### src/design/rthsc_pkg.sv
// ----------------------------------------------------------------------------
// rthsc_pkg
// Shared types and fixed constants of the rate to hue step curve.
// ----------------------------------------------------------------------------
package rthsc_pkg;

  localparam int RATE_W   = 20;
  localparam int TICK_W   = 10;
  localparam int PERIOD_W = 15;
  localparam int STEP_W   = 17;

  typedef logic [RATE_W-1:0]   rate_t;
  typedef logic [TICK_W-1:0]   tick_t;
  typedef logic [PERIOD_W-1:0] period_t;
  typedef logic [STEP_W-1:0]   step_t;

  localparam tick_t TICK_RESET = tick_t'(20);

  // breakpoints (rate, period)
  localparam rate_t   BP_RATE_1   = rate_t'(4000);
  localparam rate_t   BP_RATE_2   = rate_t'(16000);
  localparam rate_t   BP_RATE_3   = rate_t'(40000);
  localparam period_t BP_PERIOD_0 = period_t'(20000);
  localparam period_t BP_PERIOD_1 = period_t'(8000);
  localparam period_t BP_PERIOD_2 = period_t'(2000);
  localparam period_t BP_PERIOD_3 = period_t'(750);

  // ceil(2^17 / 3), exact floor(y / 3) for y below 2^16
  localparam logic [15:0] RECIP3       = 16'd43691;
  localparam int          RECIP3_SHIFT = 17;

  // smallest period is above 2^9, so the top bits of the dividend never divide
  localparam int DIV_SKIP_W = 9;

endpackage

### src/design/rthsc_if.sv
// ----------------------------------------------------------------------------
// rthsc channel interfaces
// Valid/ready channels for rate input, result output and tick configuration.
// ----------------------------------------------------------------------------
interface rthsc_in_if
  import rthsc_pkg::*;
();
  logic  valid;
  logic  ready;
  rate_t activity_rate;

  modport source (output valid, output activity_rate, input ready);
  modport sink   (input valid, input activity_rate, output ready);
endinterface

interface rthsc_out_if
  import rthsc_pkg::*;
();
  logic    valid;
  logic    ready;
  period_t rotation_period;
  step_t   hue_step;

  modport source (output valid, output rotation_period, output hue_step, input ready);
  modport sink   (input valid, input rotation_period, input hue_step, output ready);
endinterface

interface rthsc_cfg_if
  import rthsc_pkg::*;
();
  logic  valid;
  logic  ready;
  tick_t tick_length_ms;

  modport source (output valid, output tick_length_ms, input ready);
  modport sink   (input valid, input tick_length_ms, output ready);
endinterface

### src/design/rate_to_hue_step_curve.sv
// ----------------------------------------------------------------------------
// rate_to_hue_step_curve
// Activity rate to rotation period and per-tick hue step.
// ----------------------------------------------------------------------------
// Takes one rate transaction per cycle unless the output stalls, and returns
// one result per rate, in order. A registered head cell does the breakpoint
// interpolation, then a row of division cells, one quotient bit each, forms
// the hue step (QW = 18 quotient bits at the default full turn of 65536).
// The whole row advances together whenever the output is empty or taken, so
// a result that waits at the output holds the whole row and blocks intake at
// once. tick_length_ms resets to 20 and is written through the cfg channel,
// which is always ready; write it only while no transaction is in flight.
module rate_to_hue_step_curve
  import rthsc_pkg::*;
#(
  parameter int HUE_FULL_TURN = 65536
) (
  input  logic        clk,
  input  logic        rst_n,
  rthsc_in_if.sink    in_ch,
  rthsc_out_if.source out_ch,
  rthsc_cfg_if.sink   cfg_ch
);

  localparam int HUE_W = $clog2(HUE_FULL_TURN + 1);
  localparam int DVD_W = HUE_W + TICK_W;
  localparam int QW    = DVD_W - DIV_SKIP_W;

  tick_t tick_r;
  logic  en;

  logic             v   [0:QW];
  period_t          per [0:QW];
  logic [DVD_W-1:0] dvd [0:QW];
  period_t          rem [0:QW];
  logic [QW-1:0]    quo [0:QW];

  logic [QW+STEP_W-1:0] step_ext;

  assign cfg_ch.ready = 1'b1;

  always_ff @(posedge clk) begin
    if (!rst_n) begin
      tick_r <= TICK_RESET;
    end else if (cfg_ch.valid) begin
      tick_r <= cfg_ch.tick_length_ms;
    end
  end

  // whole row shifts when the last cell is empty or being drained
  assign en          = !v[QW] || out_ch.ready;
  assign in_ch.ready = en;

  rthsc_interp #(
    .HUE_FULL_TURN (HUE_FULL_TURN),
    .DVD_W         (DVD_W)
  ) u_interp (
    .clk      (clk),
    .rst_n    (rst_n),
    .en       (en),
    .in_valid (in_ch.valid),
    .rate     (in_ch.activity_rate),
    .tick     (tick_r),
    .valid_r  (v[0]),
    .period_r (per[0]),
    .dvd_r    (dvd[0])
  );

  assign rem[0] = PERIOD_W'(dvd[0][DVD_W-1 -: DIV_SKIP_W]);
  assign quo[0] = '0;

  for (genvar k = 0; k < QW; k++) begin : g_cell
    rthsc_div_cell #(
      .DVD_W (DVD_W),
      .QW    (QW),
      .BIT   (QW - 1 - k)
    ) u_cell (
      .clk      (clk),
      .rst_n    (rst_n),
      .en       (en),
      .valid    (v[k]),
      .period   (per[k]),
      .dvd      (dvd[k]),
      .rem      (rem[k]),
      .quo      (quo[k]),
      .valid_r  (v[k+1]),
      .period_r (per[k+1]),
      .dvd_r    (dvd[k+1]),
      .rem_r    (rem[k+1]),
      .quo_r    (quo[k+1])
    );
  end

  assign step_ext               = {{STEP_W{1'b0}}, quo[QW]};
  assign out_ch.valid           = v[QW];
  assign out_ch.rotation_period = per[QW];
  assign out_ch.hue_step        = step_ext[STEP_W-1:0];

endmodule

### src/design/rthsc_interp.sv
// ----------------------------------------------------------------------------
// rthsc_interp
// Head cell: piecewise-linear rate to period mapping and hue dividend.
// ----------------------------------------------------------------------------
module rthsc_interp
  import rthsc_pkg::*;
#(
  parameter int HUE_FULL_TURN = 65536,
  parameter int DVD_W         = 27
) (
  input  logic             clk,
  input  logic             rst_n,
  input  logic             en,
  input  logic             in_valid,
  input  rate_t            rate,
  input  tick_t            tick,
  output logic             valid_r,
  output period_t          period_r,
  output logic [DVD_W-1:0] dvd_r
);

  logic [14:0] off3;
  logic [16:0] x5;
  logic [11:0] y;
  logic [27:0] yq;
  logic [14:0] off2;
  logic [11:0] off1;
  logic [13:0] mul3;
  period_t     period_nxt;
  logic [DVD_W-1:0] dvd_nxt;

  always_comb begin
    off3 = 15'(rate - BP_RATE_2);
    x5   = {2'b00, off3} + {off3, 2'b00};
    y    = x5[16:5];
    yq   = 28'(y) * 28'(RECIP3);
    off2 = 15'(rate - BP_RATE_1);
    off1 = rate[11:0];
    mul3 = {2'b00, off1} + {1'b0, off1, 1'b0};
    if (rate >= BP_RATE_3) begin
      period_nxt = BP_PERIOD_3;
    end else if (rate >= BP_RATE_2) begin
      period_nxt = BP_PERIOD_2 - period_t'(yq[27:RECIP3_SHIFT]);
    end else if (rate >= BP_RATE_1) begin
      period_nxt = BP_PERIOD_1 - period_t'(off2[14:1]);
    end else begin
      period_nxt = BP_PERIOD_0 - period_t'(mul3);
    end
    dvd_nxt = DVD_W'(HUE_FULL_TURN) * DVD_W'(tick);
  end

  always_ff @(posedge clk) begin
    if (!rst_n) begin
      valid_r <= 1'b0;
    end else if (en) begin
      valid_r <= in_valid;
    end
  end

  always_ff @(posedge clk) begin
    if (en) begin
      period_r <= period_nxt;
      dvd_r    <= dvd_nxt;
    end
  end

endmodule

### src/design/rthsc_div_cell.sv
// ----------------------------------------------------------------------------
// rthsc_div_cell
// One restoring division step: resolves one quotient bit per cell.
// ----------------------------------------------------------------------------
module rthsc_div_cell
  import rthsc_pkg::*;
#(
  parameter int DVD_W = 27,
  parameter int QW    = 18,
  parameter int BIT   = 17
) (
  input  logic             clk,
  input  logic             rst_n,
  input  logic             en,
  input  logic             valid,
  input  period_t          period,
  input  logic [DVD_W-1:0] dvd,
  input  period_t          rem,
  input  logic [QW-1:0]    quo,
  output logic             valid_r,
  output period_t          period_r,
  output logic [DVD_W-1:0] dvd_r,
  output period_t          rem_r,
  output logic [QW-1:0]    quo_r
);

  logic [PERIOD_W:0] trial;
  logic [PERIOD_W:0] diff;
  logic              ge;
  period_t           rem_nxt;
  logic [QW-1:0]     quo_nxt;

  always_comb begin
    trial   = {rem, dvd[BIT]};
    diff    = trial - {1'b0, period};
    ge      = (trial >= {1'b0, period});
    rem_nxt = ge ? diff[PERIOD_W-1:0] : trial[PERIOD_W-1:0];
    quo_nxt = quo;
    quo_nxt[BIT] = ge;
  end

  always_ff @(posedge clk) begin
    if (!rst_n) begin
      valid_r <= 1'b0;
    end else if (en) begin
      valid_r <= valid;
    end
  end

  always_ff @(posedge clk) begin
    if (en) begin
      period_r <= period;
      dvd_r    <= dvd;
      rem_r    <= rem_nxt;
      quo_r    <= quo_nxt;
    end
  end

endmodule
### src/flat_wrapper.sv
// flat-port wrapper written by rule: the top's interface ports become plain ports
module rate_to_hue_step_curve_flat import rthsc_pkg::*;
#(
  parameter int HUE_FULL_TURN = 65536
)
  (clk, rst_n, in_ch_valid, in_ch_activity_rate, in_ch_ready, out_ch_valid, out_ch_rotation_period, out_ch_hue_step, out_ch_ready, cfg_ch_valid, cfg_ch_tick_length_ms, cfg_ch_ready);
  rthsc_in_if in_ch_i ();
  rthsc_out_if out_ch_i ();
  rthsc_cfg_if cfg_ch_i ();
  input  logic clk;
  input  logic rst_n;
  input wire logic [$bits(in_ch_i.valid)-1:0] in_ch_valid;
  input wire logic [$bits(in_ch_i.activity_rate)-1:0] in_ch_activity_rate;
  output wire logic [$bits(in_ch_i.ready)-1:0] in_ch_ready;
  output wire logic [$bits(out_ch_i.valid)-1:0] out_ch_valid;
  output wire logic [$bits(out_ch_i.rotation_period)-1:0] out_ch_rotation_period;
  output wire logic [$bits(out_ch_i.hue_step)-1:0] out_ch_hue_step;
  input wire logic [$bits(out_ch_i.ready)-1:0] out_ch_ready;
  input wire logic [$bits(cfg_ch_i.valid)-1:0] cfg_ch_valid;
  input wire logic [$bits(cfg_ch_i.tick_length_ms)-1:0] cfg_ch_tick_length_ms;
  output wire logic [$bits(cfg_ch_i.ready)-1:0] cfg_ch_ready;
  assign in_ch_i.valid = in_ch_valid;
  assign in_ch_i.activity_rate = in_ch_activity_rate;
  assign in_ch_ready = in_ch_i.ready;
  assign out_ch_valid = out_ch_i.valid;
  assign out_ch_rotation_period = out_ch_i.rotation_period;
  assign out_ch_hue_step = out_ch_i.hue_step;
  assign out_ch_i.ready = out_ch_ready;
  assign cfg_ch_i.valid = cfg_ch_valid;
  assign cfg_ch_i.tick_length_ms = cfg_ch_tick_length_ms;
  assign cfg_ch_ready = cfg_ch_i.ready;
  rate_to_hue_step_curve #(.HUE_FULL_TURN(HUE_FULL_TURN)) u_core (.clk(clk), .rst_n(rst_n), .in_ch(in_ch_i), .out_ch(out_ch_i), .cfg_ch(cfg_ch_i));
endmodule
### config.mk
export PLATFORM = sky130hd
export DESIGN_NAME = rate_to_hue_step_curve_flat
export DESIGN_NICKNAME = d
export VERILOG_FILES = /design/src/design/rthsc_pkg.sv /design/src/design/rthsc_if.sv /design/src/design/rate_to_hue_step_curve.sv /design/src/design/rthsc_interp.sv /design/src/design/rthsc_div_cell.sv /design/src/flat_wrapper.sv
export SDC_FILE = /design/constraint.sdc
export NUM_CORES = 2
export LEC_CHECK = 0
export BUFFER_PORTS_ARGS = -buffer_cell sky130_fd_sc_hd__buf_2
export CAP_MARGIN = 20
export CORE_MARGIN = 5
export CORE_UTILIZATION = 64
export DETAILED_ROUTE_END_ITERATION = 8
export HOLD_SLACK_MARGIN = 0.06
export PLACE_DENSITY = 0.84
export SLEW_MARGIN = 20
export SYNTH_ARGS = -nofsm -noshare
export SYNTH_HDL_FRONTEND = slang
export SYNTH_SLANG_ARGS = --single-unit
### constraint.sdc
create_clock -name clk -period 35.1 [get_ports clk]
set_clock_uncertainty 0.15 [all_clocks]
set_input_delay 5.265 -clock clk [delete_from_list [all_inputs] [get_ports clk]]
set_output_delay 5.265 -clock clk [all_outputs]
set_load 0.05 [all_outputs]
# == After elaboration in Yosys (flattened, before gate mapping) ==
# Cells that the tools add are included.
# word_totals
inputBits,35
mem_count,0
register_bits,733
ram_bits,0
output_inout_bits,35
latch_bits,0
rom_bits,0
# classes
shift,0
magnitude_cmp,21
mux,19
n_reduce_logical,2
eq_ne,0
add_sub_neg,24
multipliers,1
n_div,0
n_bitwise,0
# ops
cell,n
>= comparator 16 x 15 -> 1 bit,17
2-to-1 mux 15 bit,18
subtractor 15 bit,16
"multiplier 12 x 16 -> 28 bit, second input constant",1
">= comparator 20 x 12 -> 1 bit, second input constant",1
">= comparator 20 x 14 -> 1 bit, second input constant",1
">= comparator 20 x 16 -> 1 bit, second input constant",1
adder 15 x 17 -> 17 bit,1
>= comparator 9 x 15 -> 1 bit,1
"subtractor 13 x 14 -> 15 bit, first input constant",1
"subtractor 15 x 12 -> 15 bit, second input constant",1
"subtractor 15 x 14 -> 15 bit, first input constant",1
"subtractor 15 x 14 -> 15 bit, second input constant",1
subtractor 9 x 15 -> 15 bit,1
adder 12 x 13 -> 14 bit,1
"subtractor 11 x 11 -> 12 bit, first input constant",1
2-to-1 mux 9 bit,1
zero test 1 bit,1
logical OR 1 bit,1

# == Depth between registers and ports, before layout ==
# depth
ltp_word,5
mapped_depth,36
mapped_depth_nobuf,36

# == By module ==
# From an unflattened synthesis, not the netlist that was laid out.
# hier_totals
hier_cells,4556
area_unflattened_um2,66252.3
# modules_own_cells
mod,area_each_um2,cells_per_inst,n_inst,seq_area_each_um2
rthsc_div_cell (u_core.g_cell[0].u_cell ...),3293.2,207,12,2272.2
rthsc_div_cell (u_core.g_cell[15].u_cell ...),3372.0,226,6,2272.2
rthsc_interp,6112.1,681,1,770.7
rate_to_hue_step_curve,390.4,35,1,200.2

# == Worst setup path before layout ==
# OpenSTA, ideal clock, no wires.
# synth_path
kind,input to output
startpoint,input out_ch_ready
endpoint,output in_ch_ready
t_arrival_ns,24.942
slack_ns,4.743
t_required_ns,29.685
stages,3
n_path_buf,1
path_cell_list,nor2b_1 -> clkinv_1 -> clkbuf_1
# synth_between
elab_chain_cells,1
# synth_lines
element,line,rtl
"start, declared",flat_wrapper.sv:18,input wire logic [$bits(out_ch_i.ready)-1:0] out_ch_ready;
logical OR 1 bit,rate_to_hue_step_curve.sv:51,assign en = !v[QW] || out_ch.ready;
"end, declared",flat_wrapper.sv:14,output wire logic [$bits(in_ch_i.ready)-1:0] in_ch_ready;
# No other way between the ends.

# == Worst setup path after layout ==
# layout_path
startpoint,input in_ch_activity_rate[2]
endpoint,"register u_core.u_interp.period_r[11], data pin"
# layout_between
elab_chain_cells,5
word_cells_on_any_way,13
cone_classes,add/sub (7); mul (1); order compare (3); mux (2)
# layout_lines
element,line,rtl
"start, declared",flat_wrapper.sv:13,input wire logic [$bits(in_ch_i.activity_rate)-1:0] in_ch_activity_rate;
subtractor 15 x 14 -> 15 bit,rthsc_interp.sv:33,off3 = 15'(rate - BP_RATE_2);
adder 15 x 17 -> 17 bit,rthsc_interp.sv:34,"x5 = {2'b00, off3} + {off3, 2'b00};"
multiplier 12 x 16 -> 28 bit,rthsc_interp.sv:36,yq = 28'(y) * 28'(RECIP3);
subtractor 11 x 11 -> 12 bit,rthsc_interp.sv:43,period_nxt = BP_PERIOD_2 - period_t'(yq[27:RECIP3_SHIFT]);
2-to-1 mux 15 bit,rthsc_interp.sv:42,end else if (rate >= BP_RATE_2) begin
"end signal, assigned",rthsc_interp.sv:62,period_r <= period_nxt;
"end, declared",rthsc_interp.sv:18,"output period_t period_r,"
# Several ways; a longest one is shown, not always the timed one.
# A chain may end at the register's enable or synchronous reset.

==> impl_metrics.yaml <==
sta:
  setup_ws_ns: 21.61
  slew_headroom_pct: 30.6
  report.final.setup_viol: 0
  finalWorstPathRequiredPeriod_ns: 13.49
  whs_ns: 0.257
  min_period_over_period_pct: 38.4
  fin_setup_tns_ns: 0
  slew_violations: 0
  finalHoldViolations: 0
  max_freq_mhz: 74.1
  slew_at_the_pin_closest_to_its_max_slew_limit_ns: 1.04
  setup_repair_after_global_routing_missed_its_margin: "false"
floorplan:
  core-area_um2: 64100
  initial_utilization_pct: 64.3
  cell_row_count: 93
  die_y_um: 264
  die_w_um: 264
  design.portCount: 70
  design.die.area_um2: 69600
clock_network:
  cts_post_setup_buffers_inserted: 0
  cts_root_buffer: "clkbuf_16"
  clk_latency_ns: 0.62
  cts_sinks: 733
  number_of_gates_resized_after_cts: 0
  holdBufCountCts: 0
  cts.clk_slew.worst_paths_ns: 0.06
  cts_tree: "done"
  cts_max_level: 3
  cts-buffers-inserted: 76
  cts-root-to-sink-buffers: 3
worst_setup_path:
  critPathKind: "in -> reg"
  r2r-start: "u_core.g_cell[17].u_cell.valid_r"
  cp_slowest_cell: "fa_1"
  timing.critical_path.required_ns: 35.29
  ff2ff_setup_slack_ns: 30.89
  category_of_the_worst_setup_path_launch_point: "input pin"
  crit_path_end: "u_core.u_interp.period_r[11]"
  reg2reg_depth: 7
  worst_setup_path_end_kind: "register"
  critical_path_arrival_ns: 13.69
  regToRegEndpoint: "u_core.g_cell[17].u_cell.quo_r[9]"
  crit_path_max_fanout: 6
  cpPeakStageDelay_ns: 0.58
  launch_point_of_the_critical_path: "in_ch_activity_rate[2]"
route:
  route.detailed.vias_per_inst: 5.74
  first_iter_violations: 1783
  drcViolationCount: 0
  routed-via-count: 27000
  wl_per_cell_um: 17.0
  first_pass_iters: 5
  postRouteAntennaNets: 0
  total_wirelength_mm: 79.9
outcome:
  run_status: "finished, final reports clean"
synth:
  synth-seq-cells: 733
  yosysWarningCount: 0
  syn-num-nets: 4157
  synth_top_flop_cell: "edfxtp_1"
  synth.yosys.seq_area_share_pct: 52.7
  post_synth_instance_area_um2: 41200
  synth-edff-count: 704
  netlist_instances: 3674
  netlist_top_cells_area: "edfxtp_1 51%, ha_1 12%, inv_1 5.0%, fa_1 3.1%, a21oi_1 2.9%"
  async_flop_share_pct: 0
  synthDominantAreaCellType: "edfxtp_1"
  number_of_distinct_library_cell_variants_in_the_gate_level_netlist_after_synthesis: 73
  post_synth.cell_area_avg_um2: 11.2
  synth_largest_type_area_fraction_pct: 51.3
global_routing:
  grt_max_degree: 172
  grt_pass1_vias: 27400
  initial_antenna_violation_count: 0
  total_overflow_reported_by_the_global_router: 0
  groute.usage.overall_pct: 22.6
  wire_length_of_the_first_global_routing_pass_mm: 131
placement:
  gp_congestion: 0.900
  place.detailed.hpwl_mm: 57.4
  dp_slack_ns: 21.09
  place.port_buffers: 68
  placement.cell_area_um2: 42600
finish:
  fin_area_um2: 45300
  seq_area_um2: 21700
  final_cell_mix: "704 x edfxtp_1, 544 x inv_1, 385 x ha_1"
  area.growth.synth_to_final_pct: 9.94
  mostFrequentLayoutCell: "edfxtp_1"
  multi_input_comb_area_um2: 17400
  filler_cell_count: 4281
  final_net_count: 4267
  antenna_diode_count: 0
  drive_gt1_share_pct: 7.67
min_path:
  hold_start: "u_core.g_cell[13].u_cell.quo_r[15]"
  hold_path.class: "reg -> reg"
job:
  timing.max_cap.violations: 0
[worst max-delay path: cells and delay by family]
kind,cells,cell delay [ns]
buf+inv,5,0.39
simple gates,4,1.08
fa+ha+maj,7,2.98
mux,1,0.14
compound gates,17,3.81
[how the worst min path moves through the flow]
stage / cells after the start / slack (ns) / end
CTS: 0 / 0.25 / u_core.g_cell[10].u_cell.quo_r[13]
global placement: 0 / 0.25 / u_core.g_cell[10].u_cell.quo_r[9]
detailed placement: 0 / 0.25 / u_core.g_cell[10].u_cell.quo_r[13]
floorplan: 0 / 0.25 / u_core.g_cell[0].u_cell.dvd_r[16]
finish: 0 / 0.26 / u_core.g_cell[14].u_cell.quo_r[15]
global route: 0 / 0.26 / u_core.g_cell[14].u_cell.quo_r[15]
[sequential cells by signal, indices dropped and copies added, names as in the netlist]
signal,count
u_core.g_cell.u_cell.period_r,270
u_core.g_cell.u_cell.dvd_r,1
u_core.g_cell.u_cell.rem_r,255
u_core.tick_r,10
u_core.u_interp.period_r,15
u_core.u_interp.dvd_r,10
u_core.u_interp.valid_r,1
u_core.g_cell.u_cell.valid_r,18
u_core.g_cell.u_cell.quo_r,153
[metrics by stage]
stage          cells  utilization [%]
3_5_place_dp    4559             66.5
3_3_place_gp    4559             66.5
5_1_grt         4700             70.7
4_1_cts         4698             70.6
6_report        4700             70.7
2_1_floorplan   3674                -
[cell families (layout without fill, tap and decap cells)]
group           after synthesis  in the layout  share of synthesized area (%)
flops                       733            733                           52.7
mux                          56             56                           1.47
compound gates              754            754                           11.1
buf+inv                     599            770                           5.47
simple gates                889            889                           10.4
xor+xnor                    194            194                           4.14
fa+ha+maj                   448            448                           14.7
other cells                   1              1                        0.00909
[layer usage]
layer / wire (µm) / GRT usage (%) / up-vias
met4: 3430 / 9.59 / 0
li1: - / - / 13200
met1: 31900 / 26.7 / 12800
met3: 2860 / 2.80 / 231
met2: 41700 / 41.8 / 696
met5: 0 / 0 / -
[synth_stat cells, types with 38 or more instances]
cell type and count:
edfxtp_1 704, inv_1 544, ha_1 385, nor2_1 261, nand2_1 242, a21oi_1 236
o21ai_0 220, xnor2_1 112, xor2_1 81, nor2b_1 64, fa_1 63, nand2b_1 59
a21boi_0 52, clkbuf_1 50, nor3_1 50, nand3_1 47, nand4_1 41, o31ai_1 41
a21o_1 38
[layout make-up]
type / instances / share of cell area, %
clock buffer: 88 / 4.34
inverter: 545 / 4.53
multi-input combinational: 2342 / 38.3
tap: 855 / 2.36
timing repair buffer: 86 / 1.13
sequential: 733 / 47.9
clock inverter: 51 / 1.44
Power is not shown: default switching activity piles up to over one toggle a cycle in this logic, so the estimate is an artifact.
